--- config.mk ---
export PLATFORM = sky130hd
export DESIGN_NAME = lzd_cmd_fifo
export DESIGN_NICKNAME = d
export VERILOG_FILES = /design/src/hdl/lzd_pkg.sv /design/src/hdl/lzd_cmd_fifo.sv
export SDC_FILE = /design/constraint.sdc
export NUM_CORES = 1
export LEC_CHECK = 0
export BUFFER_PORTS_ARGS = -buffer_cell sky130_fd_sc_hd__clkbuf_2
export CAP_MARGIN = 40
export CORE_MARGIN = 2
export CORE_UTILIZATION = 40
export DETAILED_ROUTE_END_ITERATION = 10
export GPL_ROUTABILITY_DRIVEN = 1
export GPL_TIMING_DRIVEN = 0
export PLACE_DENSITY = 0.67
export RECOVER_POWER = 25
export SYNTH_ARGS = -nofsm -noshare
export SYNTH_HDL_FRONTEND = slang
export SYNTH_SLANG_ARGS = --single-unit
--- constraint.sdc ---
create_clock -name clk -period 3.25 [get_ports clk]
set_input_delay 0.8125 -clock clk [delete_from_list [all_inputs] [get_ports clk]]
set_output_delay 0.8125 -clock clk [all_outputs]
set_load 0.01 [all_outputs]
--- src/hdl/lzd_pkg.sv ---
`default_nettype none
package lzd_pkg;

  localparam int WINDOW_SIZE = 4096;
  localparam int AW          = $clog2(WINDOW_SIZE);
  localparam int SIZE_W      = 24;
  localparam int LEN_W       = 5;
  localparam int MIN_MATCH   = 3;
  localparam int MAX_MATCH   = 18;
  localparam int CMD_DEPTH   = 4;
  localparam int CMD_PW      = $clog2(CMD_DEPTH);

  localparam logic [7:0] TAG_RESET = 8'd16;

  // command kinds
  localparam logic [1:0] K_LIT  = 2'd0;
  localparam logic [1:0] K_COPY = 2'd1;
  localparam logic [1:0] K_ERR  = 2'd2;

  // result status codes
  localparam logic [1:0] ST_OK   = 2'd0;
  localparam logic [1:0] ST_TAG  = 2'd1;
  localparam logic [1:0] ST_DIST = 2'd2;

  typedef struct packed {
    logic [1:0]       kind;
    logic [7:0]       data;
    logic [LEN_W-1:0] len;
    logic [AW-1:0]    distance;
    logic [AW-1:0]    base;
    logic             last;
    logic [1:0]       status;
  } cmd_t;

  typedef struct packed {
    logic [7:0] data;
    logic       last;
    logic [1:0] status;
  } res_t;

endpackage
`default_nettype wire

--- src/hdl/lzd_cmd_fifo.sv ---
`default_nettype none
module lzd_cmd_fifo (
  input  wire logic          clk,
  input  wire logic          rst,
  input  wire logic          push,
  input  wire lzd_pkg::cmd_t wdata,
  output logic               full,
  input  wire logic          pop,
  output lzd_pkg::cmd_t      rdata,
  output logic               empty
);

  localparam int PW = lzd_pkg::CMD_PW;

  lzd_pkg::cmd_t entries [lzd_pkg::CMD_DEPTH];
  logic [PW-1:0] wr_ptr, rd_ptr;
  logic [PW:0]   count;
  logic          do_push, do_pop;

  assign full    = (count == (PW + 1)'(lzd_pkg::CMD_DEPTH));
  assign empty   = (count == '0);
  assign do_push = push && !full;
  assign do_pop  = pop && !empty;
  assign rdata   = entries[rd_ptr];

  always_ff @(posedge clk) begin
    if (do_push) begin
      entries[wr_ptr] <= wdata;
    end
  end

  always_ff @(posedge clk) begin
    if (rst) begin
      wr_ptr <= '0;
      rd_ptr <= '0;
      count  <= '0;
    end else begin
      if (do_push) begin
        wr_ptr <= wr_ptr + PW'(1);
      end
      if (do_pop) begin
        rd_ptr <= rd_ptr + PW'(1);
      end
      case ({do_push, do_pop})
        2'b10:   count <= count + (PW + 1)'(1);
        2'b01:   count <= count - (PW + 1)'(1);
        default: count <= count;
      endcase
    end
  end

endmodule
`default_nettype wire

==> out/summary.txt <==
STATUS
-------------------------------------------------------------------------------------
Status ................................................................. complete, no violations

CTS
-------------------------------------------------------------------------------------
TritonCTS clock tree ...................................................        built
Number of setup buffers added after CTS ................................            0
Buffer type at the clock tree root .....................................    clkbuf_16
Clock-pin slew of the registers on the worst-case setup and hold paths .      0.07 ns
TritonCTS Buffers ......................................................           17
Buffer levels on the longest clock path ................................            2
Clock latency on the worst-skew pair ...................................      0.42 ns
H-tree depth ...........................................................            4
TritonCTS Sinks ........................................................          177
Post-CTS resize count ..................................................            0
Post-cts hold buffer count .............................................            0

FINISH
-------------------------------------------------------------------------------------
Antenna cells ..........................................................            0
Fillcell total .........................................................        1,356
Seq. cell area .........................................................    5225 um^2
Non-filler cells, final ................................................          614
Area of combinational cells with multiple inputs .......................    1232 um^2
Post-layout net count ..................................................          437
Share of cells above drive strength 1 ..................................       37.94%
Most frequent standard cell in the layout excluding fill and tap cells .     edfxtp_1
Layout overhead on the synthesized area ................................       21.49%
Post-route cell area ...................................................    8020 um^2
Final core area utilization ............................................       50.13%
Commonest cells after routing, fill and taps aside ..................... edfxtp_1, clkbuf_2, mux4_2

STA
-------------------------------------------------------------------------------------
Number of max-slew violations in the final report ......................            0
Fmax ...................................................................    376.7 MHz
Slew of the pin with the lowest slew margin ............................    0.5795 ns
Setup skew after layout ................................................  0.008051 ns
Total negative slack for setup checks ..................................         0 ns
Number of setup violations in the final report .........................            0
Number of failing hold endpoints at the final stage ....................            0
Slew headroom ..........................................................       61.37%
Part of the cycle the worst path needs .................................       81.68%
Minimum period implied by the final worst setup slack ..................     2.654 ns
Unrepaired setup endpoints after global routing ........................        false
Worst hold slack .......................................................    0.4971 ns

PLACEMENT
-------------------------------------------------------------------------------------
Final estimated routing congestion in global placement .................       0.7270
Placement Cell Area ....................................................    7397 um^2
Total placed cells including tap cells .................................          582
Count of port buffers added during placement ...........................           88
Sum of net half-perimeters after detailed placement ....................     7.086 mm

SETUP PATH
-------------------------------------------------------------------------------------
Largest driver fanout on the critical path .............................           10
Data required, critical path ...........................................      2.44 ns
Startpoint Class .......................................................    flip-flop
Element type at the critical path end ..................................   output pin
Critical path's slowest cell ...........................................       mux4_2
Worst path buffer plus inverter count ..................................            3
Critical path's largest stage delay ....................................      0.37 ns
Cell Chain, Critical Path .............................................. clkbuf_1 > buf_2 > mux4_2 > clkbuf_2
FF-to-FF setup slack ...................................................      0.94 ns
Largest delay share family, worst path ................................. buffers and inverters
Crit path DAT ..........................................................      1.84 ns
WS Path Type ........................................................... flip-flop to output pin

DRT
-------------------------------------------------------------------------------------
Total via count after detailed routing .................................        3,049
Number of DRC markers after the initial detailed-route iteration .......          165
First-pass iteration count of the detailed router ......................            4
Via-per-instance ratio .................................................        4.966
Drt drc ................................................................            0
Total routed wirelength ................................................     11.43 mm
Number of routed nets with antenna violations ..........................            0
Final routed wire length divided by cell count .........................     18.62 um

WORST HOLD PATH
-------------------------------------------------------------------------------------
Tightest Hold Check Type ............................................... flip-flop to flip-flop

FLOORPLAN
-------------------------------------------------------------------------------------
Number of placement rows ...............................................           46
Die Outline Area .......................................................  17,550 um^2
Initial Util ...........................................................       41.26%
Die Ht .................................................................     132.5 um
DIE WIDTH ..............................................................     132.5 um
Placeable core region ..................................................  16,000 um^2
Top-level port count ...................................................           90

POWER AND IR DROP
-------------------------------------------------------------------------------------
Psw ....................................................................     1.609 mW
Share of total power in sequential cells ...............................        43.0%
Portion of total power attributed to the clock network .................        34.4%
Fraction of power spent switching nets .................................       24.82%
Leak Pwr ...............................................................     2.680 nW
Proportion of power drawn by combinational gates .......................        22.6%
Peak supply drop .......................................................    0.4150 mV
Ratio of total power to cell area ...................................... 808.3 nW/um^2
Cell-internal power ....................................................     4.873 mW

SYNTH
-------------------------------------------------------------------------------------
Syn Inst Count .........................................................          274
Cell taking the most area after synthesis ..............................     edfxtp_1
Fraction of the yosys area taken by sequential cells ...................       79.15%
Most area-consuming cells after synthesis .............................. edfxtp_1, mux4_2, dfxtp_1
Post-synth top area share ..............................................       76.42%
Number of synthesized register bits ....................................          177
Nets in the synthesized netlist ........................................          326
Post-synth design cell area ............................................    6601 um^2
Yosys warning total ....................................................            0
Average instance area after synthesis ..................................   24.09 um^2
Distinct cell type count of the synthesized netlist ....................           25

GRT
-------------------------------------------------------------------------------------
Global routing usage on met2 ...........................................       22.83%
Residual overflow from global routing ..................................            0
GR Layer Usage met1 ....................................................       17.05%
Antenna violations before repair .......................................            1
GR Layer Usage met3 ....................................................       4.789%
Global-route wire length before repair .................................     17.86 mm
Aggregate global-route resource usage ..................................       13.90%
Maximum number of pins on one net before global-route repair ...........           26
Number of global-route vias before repair ..............................        3,319
GR peak layer ..........................................................         met2

JOB
-------------------------------------------------------------------------------------
Max-capacitance violation count ........................................            0

## power by group through the flow
| stage | registers [mW] | clock network [mW] | logic (mW) |
|---|---|---|---|
| after CTS | 2.79 | 2.28 | 1.52 |
| after detailed placement | 2.84 | 0 | 1.52 |
| after floorplan | 2.83 | 0 | 1.01 |
| after global placement | 2.84 | 0 | 1.46 |
| after global routing | 2.81 | 2.36 | 1.59 |
| final | 2.79 | 2.23 | 1.46 |
## per-stage QoR
step	total power [mW]	setup slack [ns]
2_1_floorplan	3.834	0.7563
3_3_place_gp	4.303	-0.2286
3_5_place_dp	4.353	0.7376
4_1_cts	6.591	0.5193
5_1_grt	6.760	0.4541
6_report	6.483	0.5955
## worst reg2reg max path, cell delays in order (launching register included)
cell and delay [ns]:
dfxtp_1 0.42, nor3b_2 0.33, nor2_2 0.12, inv_1 0.07
ha_1 0.19, inv_1 0.07, fa_1 0.39, xor2_1 0.17
or3_1 0.33, a21oi_1 0.15
## cell usage after synthesis, drive strengths merged
| cell | n |
|---|---|
| mux2i | 1 |
| clkbuf | 1 |
| ha | 5 |
| edfxtp | 168 |
| nand2 | 1 |
| nand2b | 2 |
| o31ai | 1 |
| buf | 10 |
| or3 | 3 |
| nor2 | 6 |
| o21ai | 3 |
| nor3b | 1 |
| and2 | 4 |
| inv | 8 |
| mux4 | 42 |
| xor2 | 3 |
| nor3 | 1 |
| fa | 1 |
| dfxtp | 9 |
| a21oi | 4 |
## cells by family (layout without fill, tap and decap cells)
logic type | after synthesis | count (layout) | synth area share, %
flops | 177 | 177 | 79.15
mux | 43 | 43 | 14.59
buf+inv | 19 | 143 | 2.255
simple gates | 18 | 18 | 1.630
compound gates | 8 | 8 | 0.7202
fa+ha+maj | 6 | 6 | 1.251
xor+xnor | 3 | 3 | 0.3981
## final cells by class
cell class / instances / share of cell area, %
Multi-Input combinational cell: 78 / 15.37
Inverter: 8 / 0.3744
Clock inverter: 13 / 2.574
Tap cell: 216 / 3.370
Clock buffer: 19 / 5.647
Timing Repair Buffer: 92 / 6.037
Sequential cell: 177 / 65.15
Buffer: 11 / 1.482
## final timing paths
path / startpoint / end / cells after the start
hold reg to reg: rd_ptr[1] / rd_ptr[1] / 2
setup reg to reg: count[2] / count[2] / 9
hold / removal: rd_ptr[1] / rd_ptr[1] / 2
setup / recovery: flip-flop / rdata[23] / 4
## per-layer routing
layer	vias up	share of wire [%]
met5	-	0.096
met4	2	1.6
met3	18	4.7
met2	76	50
met1	1591	44
li1	1362	-
## state kept, by name (all words and copies together), names as in the netlist, named ones only
register	flops
entries	168
rd_ptr	2
wr_ptr	2
count	3
Power figures use the tool's default switching activity.
