--- config.mk ---
export PLATFORM = sky130hd
export DESIGN_NAME = lzd_front
export DESIGN_NICKNAME = d
export VERILOG_FILES = /design/src/hdl/lzd_pkg.sv /design/src/hdl/lzd_front.sv
export SDC_FILE = /design/constraint.sdc
export NUM_CORES = 1
export LEC_CHECK = 0
export ABC_CLOCK_PERIOD_IN_PS = 7100
export BUFFER_PORTS_ARGS = -buffer_cell sky130_fd_sc_hd__buf_2
export CORE_AREA = 5 5 128 118
export DETAILED_ROUTE_END_ITERATION = 16
export DIE_AREA = 0 0 133 123
export HOLD_SLACK_MARGIN = 0.06
export PLACE_DENSITY = 0.71
export SYNTH_ARGS = -nofsm -noshare
export SYNTH_HDL_FRONTEND = slang
export SYNTH_SLANG_ARGS = --single-unit
--- constraint.sdc ---
create_clock -name clk -period 7.1 [get_ports clk]
set_clock_uncertainty 0.05 [all_clocks]
set_input_delay 1.065 -clock clk [delete_from_list [all_inputs] [get_ports clk]]
set_output_delay 1.065 -clock clk [all_outputs]
set_load 0.01 [all_outputs]
--- src/hdl/lzd_pkg.sv ---
`default_nettype none
package lzd_pkg;

  localparam int WINDOW_SIZE = 4096;
  localparam int AW          = $clog2(WINDOW_SIZE);
  localparam int SIZE_W      = 24;
  localparam int LEN_W       = 5;
  localparam int MIN_MATCH   = 3;
  localparam int MAX_MATCH   = 18;
  localparam int CMD_DEPTH   = 4;
  localparam int CMD_PW      = $clog2(CMD_DEPTH);

  localparam logic [7:0] TAG_RESET = 8'd16;

  // command kinds
  localparam logic [1:0] K_LIT  = 2'd0;
  localparam logic [1:0] K_COPY = 2'd1;
  localparam logic [1:0] K_ERR  = 2'd2;

  // result status codes
  localparam logic [1:0] ST_OK   = 2'd0;
  localparam logic [1:0] ST_TAG  = 2'd1;
  localparam logic [1:0] ST_DIST = 2'd2;

  typedef struct packed {
    logic [1:0]       kind;
    logic [7:0]       data;
    logic [LEN_W-1:0] len;
    logic [AW-1:0]    distance;
    logic [AW-1:0]    base;
    logic             last;
    logic [1:0]       status;
  } cmd_t;

  typedef struct packed {
    logic [7:0] data;
    logic       last;
    logic [1:0] status;
  } res_t;

endpackage
`default_nettype wire

--- src/hdl/lzd_front.sv ---
`default_nettype none
module lzd_front (
  input  wire logic          clk,
  input  wire logic          rst,
  input  wire logic          cfg_we,
  input  wire logic [7:0]    cfg_data,
  input  wire logic          accept,
  input  wire logic [7:0]    in_byte,
  input  wire logic          start_req,
  output lzd_pkg::cmd_t      cmd,
  output logic               cmd_push
);

  localparam logic [2:0] PH_IDLE  = 3'd0;
  localparam logic [2:0] PH_SIZE0 = 3'd1;
  localparam logic [2:0] PH_SIZE1 = 3'd2;
  localparam logic [2:0] PH_SIZE2 = 3'd3;
  localparam logic [2:0] PH_FLAG  = 3'd4;
  localparam logic [2:0] PH_ITEM  = 3'd5;
  localparam logic [2:0] PH_TOK2  = 3'd6;

  localparam int SW = lzd_pkg::SIZE_W;
  localparam int LW = lzd_pkg::LEN_W;
  localparam int AW = lzd_pkg::AW;

  logic [7:0]    expected_tag;
  logic [2:0]    phase, phase_next;
  logic [SW-1:0] declared, declared_next;
  logic [SW-1:0] pc, pc_next;          // bytes promised to the back end so far
  logic [7:0]    flag_bits, flag_bits_next;
  logic [2:0]    flag_index, flag_index_next;
  logic [7:0]    token_high, token_high_next;

  logic [SW-1:0] pc_inc, remaining, pc_copy;
  logic [LW-1:0] tok_len, copy_len;
  logic [AW:0]   tok_dist;
  logic          dist_bad, tok_ends, cur_flag, lit_last;
  logic [2:0]    adv_phase;

  assign pc_inc    = pc + SW'(1);
  assign remaining = declared - pc;
  assign tok_len   = LW'(token_high[7:4]) + LW'(lzd_pkg::MIN_MATCH);
  assign tok_dist  = {1'b0, token_high[3:0], in_byte} + (AW + 1)'(1);
  assign dist_bad  = SW'(tok_dist) > pc;
  assign tok_ends  = SW'(tok_len) >= remaining;
  assign copy_len  = tok_ends ? remaining[LW-1:0] : tok_len;
  assign pc_copy   = pc + SW'(copy_len);
  assign cur_flag  = flag_bits[3'd7 - flag_index];
  assign lit_last  = (pc_inc == declared);
  assign adv_phase = (flag_index == 3'd7) ? PH_FLAG : PH_ITEM;

  always_comb begin
    phase_next      = phase;
    declared_next   = declared;
    pc_next         = pc;
    flag_bits_next  = flag_bits;
    flag_index_next = flag_index;
    token_high_next = token_high;
    cmd_push        = 1'b0;
    cmd             = '0;
    cmd.base        = pc[AW-1:0];
    cmd.status      = lzd_pkg::ST_OK;
    if (accept) begin
      if (start_req) begin
        pc_next         = '0;
        declared_next   = '0;
        flag_bits_next  = '0;
        flag_index_next = '0;
        token_high_next = '0;
        if (in_byte != expected_tag) begin
          phase_next = PH_IDLE;
          cmd_push   = 1'b1;
          cmd.kind   = lzd_pkg::K_ERR;
          cmd.len    = LW'(1);
          cmd.last   = 1'b1;
          cmd.status = lzd_pkg::ST_TAG;
        end else begin
          phase_next = PH_SIZE0;
        end
      end else begin
        unique case (phase)
          PH_IDLE: ;
          PH_SIZE0: begin
            declared_next = SW'(in_byte);
            phase_next    = PH_SIZE1;
          end
          PH_SIZE1: begin
            declared_next = {declared[SW-1:16], in_byte, declared[7:0]};
            phase_next    = PH_SIZE2;
          end
          PH_SIZE2: begin
            declared_next = {in_byte, declared[15:0]};
            phase_next    = ({in_byte, declared[15:0]} == '0) ? PH_IDLE : PH_FLAG;
          end
          PH_FLAG: begin
            flag_bits_next  = in_byte;
            flag_index_next = '0;
            phase_next      = PH_ITEM;
          end
          PH_ITEM: begin
            if (cur_flag) begin
              token_high_next = in_byte;
              phase_next      = PH_TOK2;
            end else begin
              cmd_push        = 1'b1;
              cmd.kind        = lzd_pkg::K_LIT;
              cmd.data        = in_byte;
              cmd.len         = LW'(1);
              cmd.last        = lit_last;
              pc_next         = pc_inc;
              phase_next      = lit_last ? PH_IDLE : adv_phase;
              flag_index_next = flag_index + 3'd1;
            end
          end
          PH_TOK2: begin
            cmd_push = 1'b1;
            if (dist_bad) begin
              cmd.kind   = lzd_pkg::K_ERR;
              cmd.len    = LW'(1);
              cmd.last   = 1'b1;
              cmd.status = lzd_pkg::ST_DIST;
              phase_next = PH_IDLE;
            end else begin
              cmd.kind        = lzd_pkg::K_COPY;
              cmd.len         = copy_len;
              cmd.distance    = tok_dist[AW-1:0];   // 4096 folds to 0, same ring slot
              cmd.last        = tok_ends;
              pc_next         = pc_copy;
              phase_next      = tok_ends ? PH_IDLE : adv_phase;
              flag_index_next = flag_index + 3'd1;
            end
          end
          default: phase_next = PH_IDLE;
        endcase
      end
    end
  end

  always_ff @(posedge clk) begin
    if (rst) begin
      expected_tag <= lzd_pkg::TAG_RESET;
      phase        <= PH_IDLE;
      declared     <= '0;
      pc           <= '0;
      flag_bits    <= '0;
      flag_index   <= '0;
      token_high   <= '0;
    end else begin
      if (cfg_we) begin
        expected_tag <= cfg_data;
      end
      phase      <= phase_next;
      declared   <= declared_next;
      pc         <= pc_next;
      flag_bits  <= flag_bits_next;
      flag_index <= flag_index_next;
      token_high <= token_high_next;
    end
  end

  a_copy_len: assert property (@(posedge clk) disable iff (rst)
    (cmd_push && cmd.kind == lzd_pkg::K_COPY) |->
      (cmd.len >= LW'(1) && cmd.len <= LW'(lzd_pkg::MAX_MATCH)))
    else $error("copy length out of range");

  a_pc_bound: assert property (@(posedge clk) disable iff (rst)
    (phase == PH_FLAG || phase == PH_ITEM || phase == PH_TOK2) |-> (pc < declared))
    else $error("output count reached declared size while stream active");

  a_err_cmd_last: assert property (@(posedge clk) disable iff (rst)
    (cmd_push && cmd.kind == lzd_pkg::K_ERR) |-> cmd.last)
    else $error("error command without last mark");

endmodule
`default_nettype wire

==> flow_summary_export.csv, run 1 <==
group,metric,value,unit
outcome,status,"finished clean",
critical_path,end_kind,"flop",
synthesis,netlist-cell-type-count,77,
cells_and_area,fin_util,58.88,%
global_routing,grt_pass1_wl,37.54,mm
timing,setup_viol,0,
synthesis,syn-instance-count,1038,
cells_and_area,nNetsFinal,1131,
floorplan,start_util,54.23,%
cells_and_area,antennaDiodeCount,0,
timing,finalSetupTns,0,ns
timing,finalCritPeriodShare,94.37,%
cts,cts_buffers,9,
cts,cts_setup_buffers,0,
global_routing,antenna_found_initial,0,
critical_path,cp_max_fo,4,
synthesis,yosysMostFrequentCell,"nor2_1",
synthesis,ys_warn_count,0,
cells_and_area,drive_gt1_share,11.42,%
placed_design,place_congestion,0.9853,
synthesis,synth-seq-cells,78,
synthesis,synth_area_per_cell,7.156,um^2
run,cap_violations,0,
global_routing,grt_pass1_vias,6953,
synthesis,yosys.area.top_type,"dfxtp_1",
critical_path,worst_r2r_endpoint,"pc[20]$_SDFFE_PP0P_",
floorplan,die_h,123,um
critical_path,worstPathArrival,6.84,ns
floorplan,die_area,0.01636,mm^2
min_path,hp-class,"flop to flop",
routing,vias,7697,
cts,post_cts_hold_buffer_count,0,
global_routing,gr-total-overflow,0,
timing,worstMarginPinSlew,1.200,ns
synthesis,yosysSeqAreaShare,21.02,%
cts,cts-root-buf,"clkbuf_16",
critical_path,crit_top_cell,"a21oi_1",
power,p_leak,3.358,nW
critical_path,slowest_delay,0.53,ns
cts,cts_tree,"done",
timing,grt_setup_unrepaired,"false",
min_path,worstHoldPathCells,2,
placed_design,io_buffers,63,
floorplan,core-area,0.01370,mm^2
routing,met1Wirelength,10.56,mm
synthesis,netlist_area,0.007428,mm^2
critical_path,crit_family,"simple AND/OR/NAND/NOR gates",
routing,drt-initial-drc-count,791,
timing,drv_slew,0,
critical_path,path_class,"flop to flop",
critical_path,crit_buf_inv,3,
routing,met2RoutedLength,11.16,mm
routing,first_pass_iters,5,
placed_design,place_ws,0.5935,ns
floorplan,rows,41,
cts,clk_pin_slew,0.07,ns
critical_path,worst-r2r-cell-count,28,
critical_path,cp_slowest_cell,"or4_1",
timing,max_slew_margin,19.44,%
timing,fin_crit,6.701,ns
synthesis,synthTopCellsByArea,"dfxtp_1 (21%), ha_1 (8.9%), nor2_1 (7.9%)",
floorplan,fp.dieW,133,um
min_path,worstHoldStart,"flag_bits[4]$_SDFFE_PP0P_",
min_path,holdPathEnd,"flag_bits[4]$_SDFFE_PP0P_",
critical_path,timing.rr.start,"declared[0]$_SDFFE_PP0P_",
timing,setup_slack,0.3995,ns
critical_path,crit_required,7.24,ns
cells_and_area,syn_to_final_growth,8.573,%
cts,insertion_delay,0.35,ns
synthesis,synthArstFlopShare,0,%
routing,finalWirelength,24.22,mm
power,irDropWorstVdd,0.1343,mV
cts,cts_resized,0,
synthesis,synth-edff-count,0,
cts,clkSinkCount,78,
timing,hold_viol,0,
timing,hold_ws,0.4367,ns
routing,drt-vias-per-instance,6.248,
floorplan,io_pins,64,
synthesis,synth_flop_cell,"dfxtp_1",
global_routing,grt_max_degree,79,
synthesis,synth.top_cell.area_share,21.02,%
power,pwr_density_cell,148.5,mW/mm^2
critical_path,rrSetupSlack,0.40,ns
routing,routedWlPerCell,19.66,um
cts,cts.path.max_buffers,2,
timing,fmaxAchievable,0.1492,GHz
synthesis,synth_common_cells,"nor2_1 (156), a21oi_1 (97), dfxtp_1 (78)",
routing,ant_nets,0,
global_routing,track_usage,29.09,%
critical_path,setup.worst_path.start_class,"flop",
placed_design,hpwl,18.54,mm
routing,wl_met3,1.868,mm
cts,cts-htree-levels,3,
routing,drc,0,
synthesis,syn_nets,1114,
routing,top_layer,"met4",
cells_and_area,fill_cells,1313,
worst reg2reg max path: cells and delay by family (launching register included):
| family | cells | cell delay (ns) |
|---|---|---|
| and+or+nand+nor | 8 | 2.42 |
| adders and majority gates | 5 | 1.48 |
| xor gates and xnor gates | 1 | 0.10 |
| DFF | 1 | 0.32 |
| muxes | 1 | 0.33 |
| AOI/OAI and AO/OA | 10 | 1.68 |
| buffers and inverters | 3 | 0.17 |
sequential cells by signal (all words and copies together) (netlist names):
name          cells
flag_index        3
expected_tag      8
declared         24
pc               24
token_high        8
flag_bits         8
phase             3
metrics by stage:
| stage | cell area (um^2) | power (mW) | instances |
|---|---|---|---|
| after CTS | 8065 | 1.196 | 1232 |
| after detailed placement | 7744 | 0.6858 | 1216 |
| after floorplan | 7428 | 0.6289 | 1038 |
| after global routing | 8065 | 1.243 | 1232 |
| after global placement | 7744 | 0.6853 | 1216 |
| final | 8065 | 1.198 | 1232 |
area by class of cell:
class	instances	area, um^2	share of cell area, %
Clock buffer	10	229.0	2.839
Clock inverter	6	92.59	1.148
Inverter	47	176.4	2.187
Multi-Input combinational cell	840	5355	66.40
Sequential cell	78	1562	19.36
Tap cell	172	215.2	2.668
Timing Repair Buffer	79	435.4	5.399
worst max-delay path by stage:
stage | from | end | cells past startpoint
finish | declared[0]$_SDFFE_PP0P_ | pc[20]$_SDFFE_PP0P_ | 28
global route | declared[0]$_SDFFE_PP0P_ | pc[20]$_SDFFE_PP0P_ | 28
detailed placement | declared[0]$_SDFFE_PP0P_ | pc[20]$_SDFFE_PP0P_ | 28
floorplan | pc[0]$_SDFFE_PP0P_ | pc[20]$_SDFFE_PP0P_ | 28
CTS | declared[0]$_SDFFE_PP0P_ | pc[20]$_SDFFE_PP0P_ | 28
global placement | declared[0]$_SDFFE_PP0P_ | pc[20]$_SDFFE_PP0P_ | 28
per-layer routing:
layer	up-vias	GRT usage, %
li1	3742	-
met1	3572	38.20
met2	336	48.03
met3	47	6.469
met4	0	9.026
met5	-	0
where the power goes:
part	switching, mW	internal [mW]	total (mW)	leakage (nW)
logic	0.134	0.0886	0.222	2.58
registers	0.0128	0.447	0.460	0.633
clock network	0.205	0.311	0.515	0.150
total	0.351	0.847	1.20	3.36
cells by family after synthesis:
logic type / synth area share (%)
AOI/OAI and AO/OA: 22.72
xor gates and xnor gates: 7.327
adders and majority gates: 9.601
buffers and inverters: 6.889
DFF: 21.02
muxes: 3.554
and+or+nand+nor: 28.89
cells in the final DEF, fill, tap and decap left out, types with 21 or more instances in the layout:
cell type  instances
a21oi_1           97
xnor2_1           39
nand2_1           66
buf_2             63
nor2_1           156
dfxtp_1           78
o21ai_0           45
ha_1              53
inv_1             47
nor2b_1           21
nor3_1            44
nand3_1           30
Power figures use the tool's default switching activity.
==> run 2, diff against run 1 <==
--- a/config.mk
+++ b/config.mk
@@ -6,7 +6,7 @@
 export NUM_CORES = 1
 export LEC_CHECK = 0
 export ABC_CLOCK_PERIOD_IN_PS = 7100
-export BUFFER_PORTS_ARGS = -buffer_cell sky130_fd_sc_hd__buf_2
+export BUFFER_PORTS_ARGS = -buffer_cell sky130_fd_sc_hd__buf_4
 export CORE_AREA = 5 5 128 118
 export DETAILED_ROUTE_END_ITERATION = 16
 export DIE_AREA = 0 0 133 123
==> run 2 against run 1 <==
Net effect: combinational power increased by 2%; via count grew 1.3%; critical endpoint unchanged; critical path type unchanged; flip-flop and latch count did not move; wire length rose by 0.50%; setup slack better by 0.044 ns; largest power group unchanged; critical path depth is the same; hold slack got worse by 0.0048 ns; utilization up 0.98 points; die area is the same; sequential share of layout area shrank 0.32 points; first-iteration DRC count down 1.3%.
==> flow_summary_export.csv, run 2 (synthesis gave the netlist of run 1 again) <==
group,metric,value,unit
cells_and_area,fill_cells,1298,
cts,cts_buffers,9,
floorplan,io_pins,64,
power,seqPwrFrac,39.4,%
critical_path,path_class,"flop to flop",
timing,fin_crit,6.657,ns
placed_design,place_ws,0.5705,ns
timing,finalCritPeriodShare,93.76,%
global_routing,gr-usage-met2,47.14,%
cts,clk_pin_slew,0.06,ns
routing,drt-initial-drc-count,781,
cells_and_area,largestRegisters,"declared: 24 flops, pc: 24 flops",
critical_path,setup.worst_path.start_class,"flop",
timing,fmaxAchievable,0.1502,GHz
global_routing,grt_max_degree,79,
cells_and_area,antennaDiodeCount,0,
critical_path,slowest_delay,0.53,ns
routing,ant_nets,0,
floorplan,fp.dieW,133,um
power,irDropWorstVdd,0.1302,mV
global_routing,use_met3,4.028,%
min_path,hp-class,"flop to flop",
cts,cts-htree-levels,3,
power,power_frac_clock,41.1,%
cts,cts_tree,"done",
critical_path,crit_required,7.25,ns
floorplan,core-area,0.01370,mm^2
routing,drt-vias-per-instance,6.336,
global_routing,grt_pass1_vias,7122,
routing,routedWlPerCell,19.78,um
placed_design,place_congestion,0.9949,
global_routing,grt-busiest-layer,"met2",
power,netSwitchingPower,0.3510,mW
floorplan,die_area,0.01636,mm^2
timing,finalSetupTns,0,ns
cts,clkSinkCount,78,
timing,setup_slack,0.4434,ns
routing,first_pass_iters,6,
routing,drc,0,
critical_path,end_kind,"flop",
global_routing,grt_util_met1,39.99,%
global_routing,gr-total-overflow,0,
placed_design,io_buffers,63,
critical_path,cp_max_fo,4,
run,cap_violations,0,
critical_path,crit_top_cell,"a21oi_1",
timing,grt_setup_unrepaired,"false",
timing,setup_viol,0,
outcome,status,"finished clean",
timing,worstMarginPinSlew,1.162,ns
floorplan,die_h,123,um
cells_and_area,drive_gt1_share,11.43,%
power,p_leak,3.357,nW
power,p_int,0.8136,mW
timing,hold_viol,0,
cts,cts-root-buf,"clkbuf_16",
critical_path,worstPathArrival,6.81,ns
routing,vias,7800,
cts,insertion_delay,0.35,ns
power,p_comb_share,19.5,%
cells_and_area,layout_common_cells,"nor2_1 (156), a21oi_1 (97), buf_4 (79)",
global_routing,antenna_found_initial,0,
power,pwr_density_cell,142.0,mW/mm^2
timing,hold_ws,0.4319,ns
floorplan,rows,41,
global_routing,track_usage,29.46,%
timing,drv_slew,0,
critical_path,cp_slowest_cell,"or4_1",
cts,cts.path.max_buffers,2,
routing,finalWirelength,24.34,mm
cells_and_area,final_common_cell,"nor2_1",
power,p_sw_share,30.14,%
timing,max_slew_margin,22.02,%
floorplan,start_util,54.23,%
global_routing,grt_pass1_wl,38.23,mm
cells_and_area,nNetsFinal,1131,
cts,post_cts_hold_buffer_count,0,
placed_design,hpwl,18.43,mm
cells_and_area,syn_to_final_growth,10.38,%
-- run 2: cell count changes in the layout (fill, tap and decap cells not counted) --
cell / before / now
buf_4: 16 / 79
bufinv_16: 2 / 1
clkinv_4: 0 / 1
clkbuf_1: 1 / 0
inv_8: 0 / 1
buf_2: 63 / 0
clkinvlp_4: 2 / 3
o21ai_0: 45 / 44
inv_6: 2 / 0
o21ai_1: 6 / 7
-- run 2: final timing paths --
check,start,endpoint,slack (ns),cells past startpoint
hold reg to reg,flag_bits[1]$_SDFFE_PP0P_,flag_bits[1]$_SDFFE_PP0P_,0.43,2
hold / removal,flag_bits[1]$_SDFFE_PP0P_,flag_bits[1]$_SDFFE_PP0P_,0.43,2
setup / recovery,declared[0]$_SDFFE_PP0P_,pc[20]$_SDFFE_PP0P_,0.44,28
setup reg to reg,declared[0]$_SDFFE_PP0P_,pc[20]$_SDFFE_PP0P_,0.44,28
-- run 2: power by group through the flow --
| stage | registers (mW) | logic [mW] | clock network (mW) |
|---|---|---|---|
| 6_report | 0.459 | 0.227 | 0.479 |
| 5_1_grt | 0.460 | 0.248 | 0.502 |
| 4_1_cts | 0.459 | 0.222 | 0.482 |
| 3_5_place_dp | 0.468 | 0.221 | 0 |
| 3_3_place_gp | 0.468 | 0.220 | 0 |
| 2_1_floorplan | 0.463 | 0.165 | 0 |
-- run 2: timing repair --
item / CTS / global route
resized for setup: 0 / 1
endpoints found under the setup margin: 0 / 1
setup buffers: 0 / 0
-- run 2: area by class of cell --
class,instances,area [um^2],area share (%)
Sequential cell,78,1562,19.04
Multi-Input combinational cell,840,5355,65.31
Timing Repair Buffer,79,593.1,7.233
Tap cell,172,215.2,2.625
Clock inverter,6,72.57,0.8851
Clock buffer,9,225.2,2.747
Inverter,47,176.4,2.152
-- run 2: worst max-delay path, delay by kind of cell, from the launching register on --
family	cells	cell delay, ns
multiplexers	1	0.31
AND/OR/NAND/NOR	8	2.43
XOR/XNOR	1	0.11
buffers and inverters	3	0.18
adder cells (fa/ha/maj)	5	1.52
AO/OA/AOI/OAI	10	1.60
flip-flops	1	0.32
-- run 2: per-layer routing --
layer | up-vias | part of all wire, %
met5 | - | 0
met4 | 0 | 3.5
met3 | 57 | 8.1
met2 | 385 | 45
met1 | 3622 | 43
li1 | 3736 | -
-- run 2: through the flow --
step | instance area (um^2) | cells | power [mW] | util (%)
6_report | 8199 | 1231 | 1.165 | 59.86
5_1_grt | 8199 | 1231 | 1.210 | 59.86
4_1_cts | 8199 | 1231 | 1.163 | 59.86
3_5_place_dp | 7901 | 1216 | 0.6893 | 57.69
3_3_place_gp | 7901 | 1216 | 0.6886 | 57.69
2_1_floorplan | 7428 | 1038 | 0.6289 | -
